--- config.mk ---
export PLATFORM = sky130hd
export DESIGN_NAME = scft_ram
export DESIGN_NICKNAME = d
export VERILOG_FILES = /design/src/scft_ram.sv
export SDC_FILE = /design/constraint.sdc
export NUM_CORES = 1
export LEC_CHECK = 0
export BUFFER_PORTS_ARGS = -buffer_cell sky130_fd_sc_hd__buf_2
export CORE_UTILIZATION = 60
export DETAILED_ROUTE_END_ITERATION = 8
export HOLD_SLACK_MARGIN = 0.02
export PLACE_DENSITY = 0.76
export SLEW_MARGIN = 40
export SYNTH_ARGS = -nofsm -noshare
export SYNTH_HDL_FRONTEND = slang
export SYNTH_SLANG_ARGS = --single-unit
--- constraint.sdc ---
create_clock -name clk -period 3.6 [get_ports clk]
set_clock_uncertainty 0.15 [all_clocks]
set_input_delay 1.08 -clock clk [delete_from_list [all_inputs] [get_ports clk]]
set_output_delay 1.08 -clock clk [all_outputs]
set_load 0.03 [all_outputs]
--- src/scft_ram.sv ---
// Generic simple dual-port RAM: one write port, one read port, registered read.
// Depends on nothing.
`default_nettype none

module scft_ram #(
    parameter int WIDTH = 8,
    parameter int DEPTH = 64,
    parameter int AW    = $clog2(DEPTH)
) (
    input  wire logic             clk,
    input  wire logic             we,
    input  wire logic [AW-1:0]    waddr,
    input  wire logic [WIDTH-1:0] wdata,
    input  wire logic             re,
    input  wire logic [AW-1:0]    raddr,
    output logic      [WIDTH-1:0] rdata
);

    logic [WIDTH-1:0] mem [DEPTH];

    always_ff @(posedge clk)
    begin
        if (we)
        begin
            mem[waddr] <= wdata;
        end
        if (re)
        begin
            rdata <= mem[raddr];
        end
    end

endmodule

`default_nettype wire

==> metrics.md <==
| Metric | Value |
|---|---|
| Outcome | completed |
| Top cells by count, synth | 520 x edfxtp_1, 126 x mux4_2, 83 x nor2_1 |
| Rel. slew slack | 48.6% |
| Vias | 10156 |
| Hold Fails Final Rpt | 0 |
| Vias in the first global route | about 10000 |
| Chip Height | around 190 um |
| Reg2Reg Depth | 5 |
| Worst EP arrival | between 3000 and 4000 ps |
| Total gr overflow | 0 |
| Worst skew pair latency | between 500 and 600 ps |
| Least-Margin Pin Slew | 771 ps |
| Filler cells | 1930 |
| Setup Fix Bufs, Post-CTS | 0 |
| Util after Layout | a little over two thirds |
| Fraction of registers with async set/reset | 0% |
| Sequential share of the synthesized area | 77.1% |
| CTS max path bufs | 3 |
| Drt total wl | 45.1 mm |
| Crit path launch type | primary input |
| RSZ-0062 raised after global routing | false |
| Post-synth EDFFs | 520 |
| P&R area growth vs syn | 14.5% |
| Post-synth top area cell | edfxtp_1 |
| CTS Buf Count | 50 |
| Die Wd | 186 um |
| Lkg Pwr | 0.00748 uW |
| Die area | between 30000 and 40000 sq um |
| Worst-path clk slew | roughly 60 ps |
| Most numerous cell in the Yosys netlist | edfxtp_1 |
| Largest net degree at the start of global routing | 65 |
| Avg Inst Size Synth | between 20 and 25 sq um |
| Pre-antenna DRT Iters | 5 |
| First-pass GRT wire length | between 60 and 70 mm |
| H-tree Lvls | 2 |
| Final Setup Violations | 0 |
| R2R Setup Slk | 1180 ps |
| Critical-path maximum fanout | 23 |
| Hold_buf cts | 0 |
| Iter 0 DRT Violations | 1361 |
| Fin area | roughly 23000 sq um |
| Yosys warning count | 0 |
| Max Cap Viol | 0 |
| Count of cell types in the netlist | 39 |
| Initial antenna violation count | 1 |
| Vias per inst | 6.48 |
| R2r endpoint | rdata[6] |
| Setup Crit Path Kind | in2reg |
| Routed Antenna Nets | 0 |
| Top-area cell type share of the netlist area | roughly 77% |
| Worst Setup SP | raddr[0] |
| Most used DFF post-synth | edfxtp_1 |
| CP endpoint kind | flip-flop |
| Period Utilization, post-route | 85.1% |
| Routed len/inst | about 29 um |
| Worst Path Required | between 3000 and 4000 ps |
| Hold Path Depth | 1 |
| Core area | roughly 33000 sq um |
| Final hold slack | approximately 800 ps |
| Placed cell area | roughly 22000 sq um |
| Hold Crit Start | re |
| Max rail drop VDD | 0.414 mV |
| Share of cells above drive strength 1 | between 30% and 40% |
| Pwr dens | roughly 540 nW/um^2 |
| Max Fclk | roughly 330 MHz |
| Mapped Area | 20200 sq um |
| I/O pins | 31 |
| DRC viols | 0 |
| Starting Density | just over 60% |
| Sink Count | 520 |
| Root Driver | clkbuf_16 |
| Routability congestion estimate | around 0.84 |
| Slew Viols, Final | 0 |
| R2r startpoint | mem[25][6] |
| Mapped Cells | 940 |
| DP Worst Slack | -14.9 ps |
| DP Wirelength | 27.6 mm |
| HP Class | in2reg |
| Post-CTS resize count | 0 |
| Worst setup margin | approximately 540 ps |
| Number of port buffers | 30 |
| Final net count | 1107 |
| CTS tree | yes |
| Synth top area cells | edfxtp_1 77%, mux4_2 14%, nor2_1 1.5% |
| FF+latch count, synth | 520 |
| Std cell rows | 66 |
| Hold worst-path end | rdata[2] |
| Gr usage total | between 20 and 30% |
| Syn nets | about 960 |
| Tmin final | roughly 3100 ps |
[metrics by stage]
step	total power, uW	cells	setup TNS (ps)
CTS	12500	1566	0
detailed placement	7520	1474	-14.9
global route	12800	1567	0
finish	12400	1567	0
floorplan	7230	940	0
global placement	7500	1474	-4.85
[registers in the layout (all words and copies together), names as in the netlist]
register	count
rdata	8
mem	512
[worst max-delay path by stage]
stage,slack [ps],cells past startpoint,end
2_1_floorplan,560,7,rdata[3]
3_3_place_gp,-5,6,rdata[7]
3_5_place_dp,-10,6,rdata[7]
4_1_cts,530,7,rdata[6]
5_1_grt,480,7,rdata[4]
6_report,540,6,rdata[7]
[power breakdown]
part	leakage (uW)	internal [uW]	switching, uW
combinational	0.00202	262	404
clock	0.000773	2890	2160
sequential	0.00469	6710	18.2
total	0.00748	9860	2580
[layout by cell type, fill, tap and decap left out, drive strengths merged, types with 4 or more instances in the layout]
cell type / n
mux4: 126
a221oi: 6
nor3: 7
mux2i: 23
clkbuf: 60
clkinvlp: 4
o22ai: 8
nand2b: 7
mux2: 13
nor2b: 14
o21ai: 4
o221ai: 8
clkinv: 25
nand3: 13
buf: 142
nand2: 19
a211oi: 4
nor2: 83
edfxtp: 520
[layer usage]
metal	track usage [%]	vias up	part of all wire, %
li1	-	4214	-
met1	39.4	5253	39
met2	42.6	598	48
met3	5.05	91	9.8
met4	9.02	0	3.0
met5	0	-	0
[worst max-delay path, stage by stage]
cell      delay, ps
clkbuf_8        340
buf_12          240
mux4_2          550
mux4_2          530
o21ai_0         330
nand2_1         100
[cell families (layout without fill, tap and decap cells)]
| logic type | count (synthesis) | after routing | synth area share, % |
|---|---|---|---|
| muxes | 162 | 162 | 15.9 |
| DFF | 520 | 520 | 77.1 |
| buffers and inverters | 51 | 235 | 1.56 |
| other | 0 | 1 | 0 |
| AOI/OAI and AO/OA | 54 | 54 | 2.06 |
| and+or+nand+nor | 153 | 153 | 3.37 |
[cell type report]
type | count | area, sq um | share of cell area, %
multi-input combinational | 369 | 4320 | 18.6
antenna | 1 | 2.50 | 0.0108
sequential | 520 | 15600 | 67.3
clock inverter | 33 | 240 | 1.04
clock buffer | 59 | 1350 | 5.82
tap | 442 | 553 | 2.38
timing repair buffer | 143 | 1110 | 4.81
(Power assumes the default switching activity.)
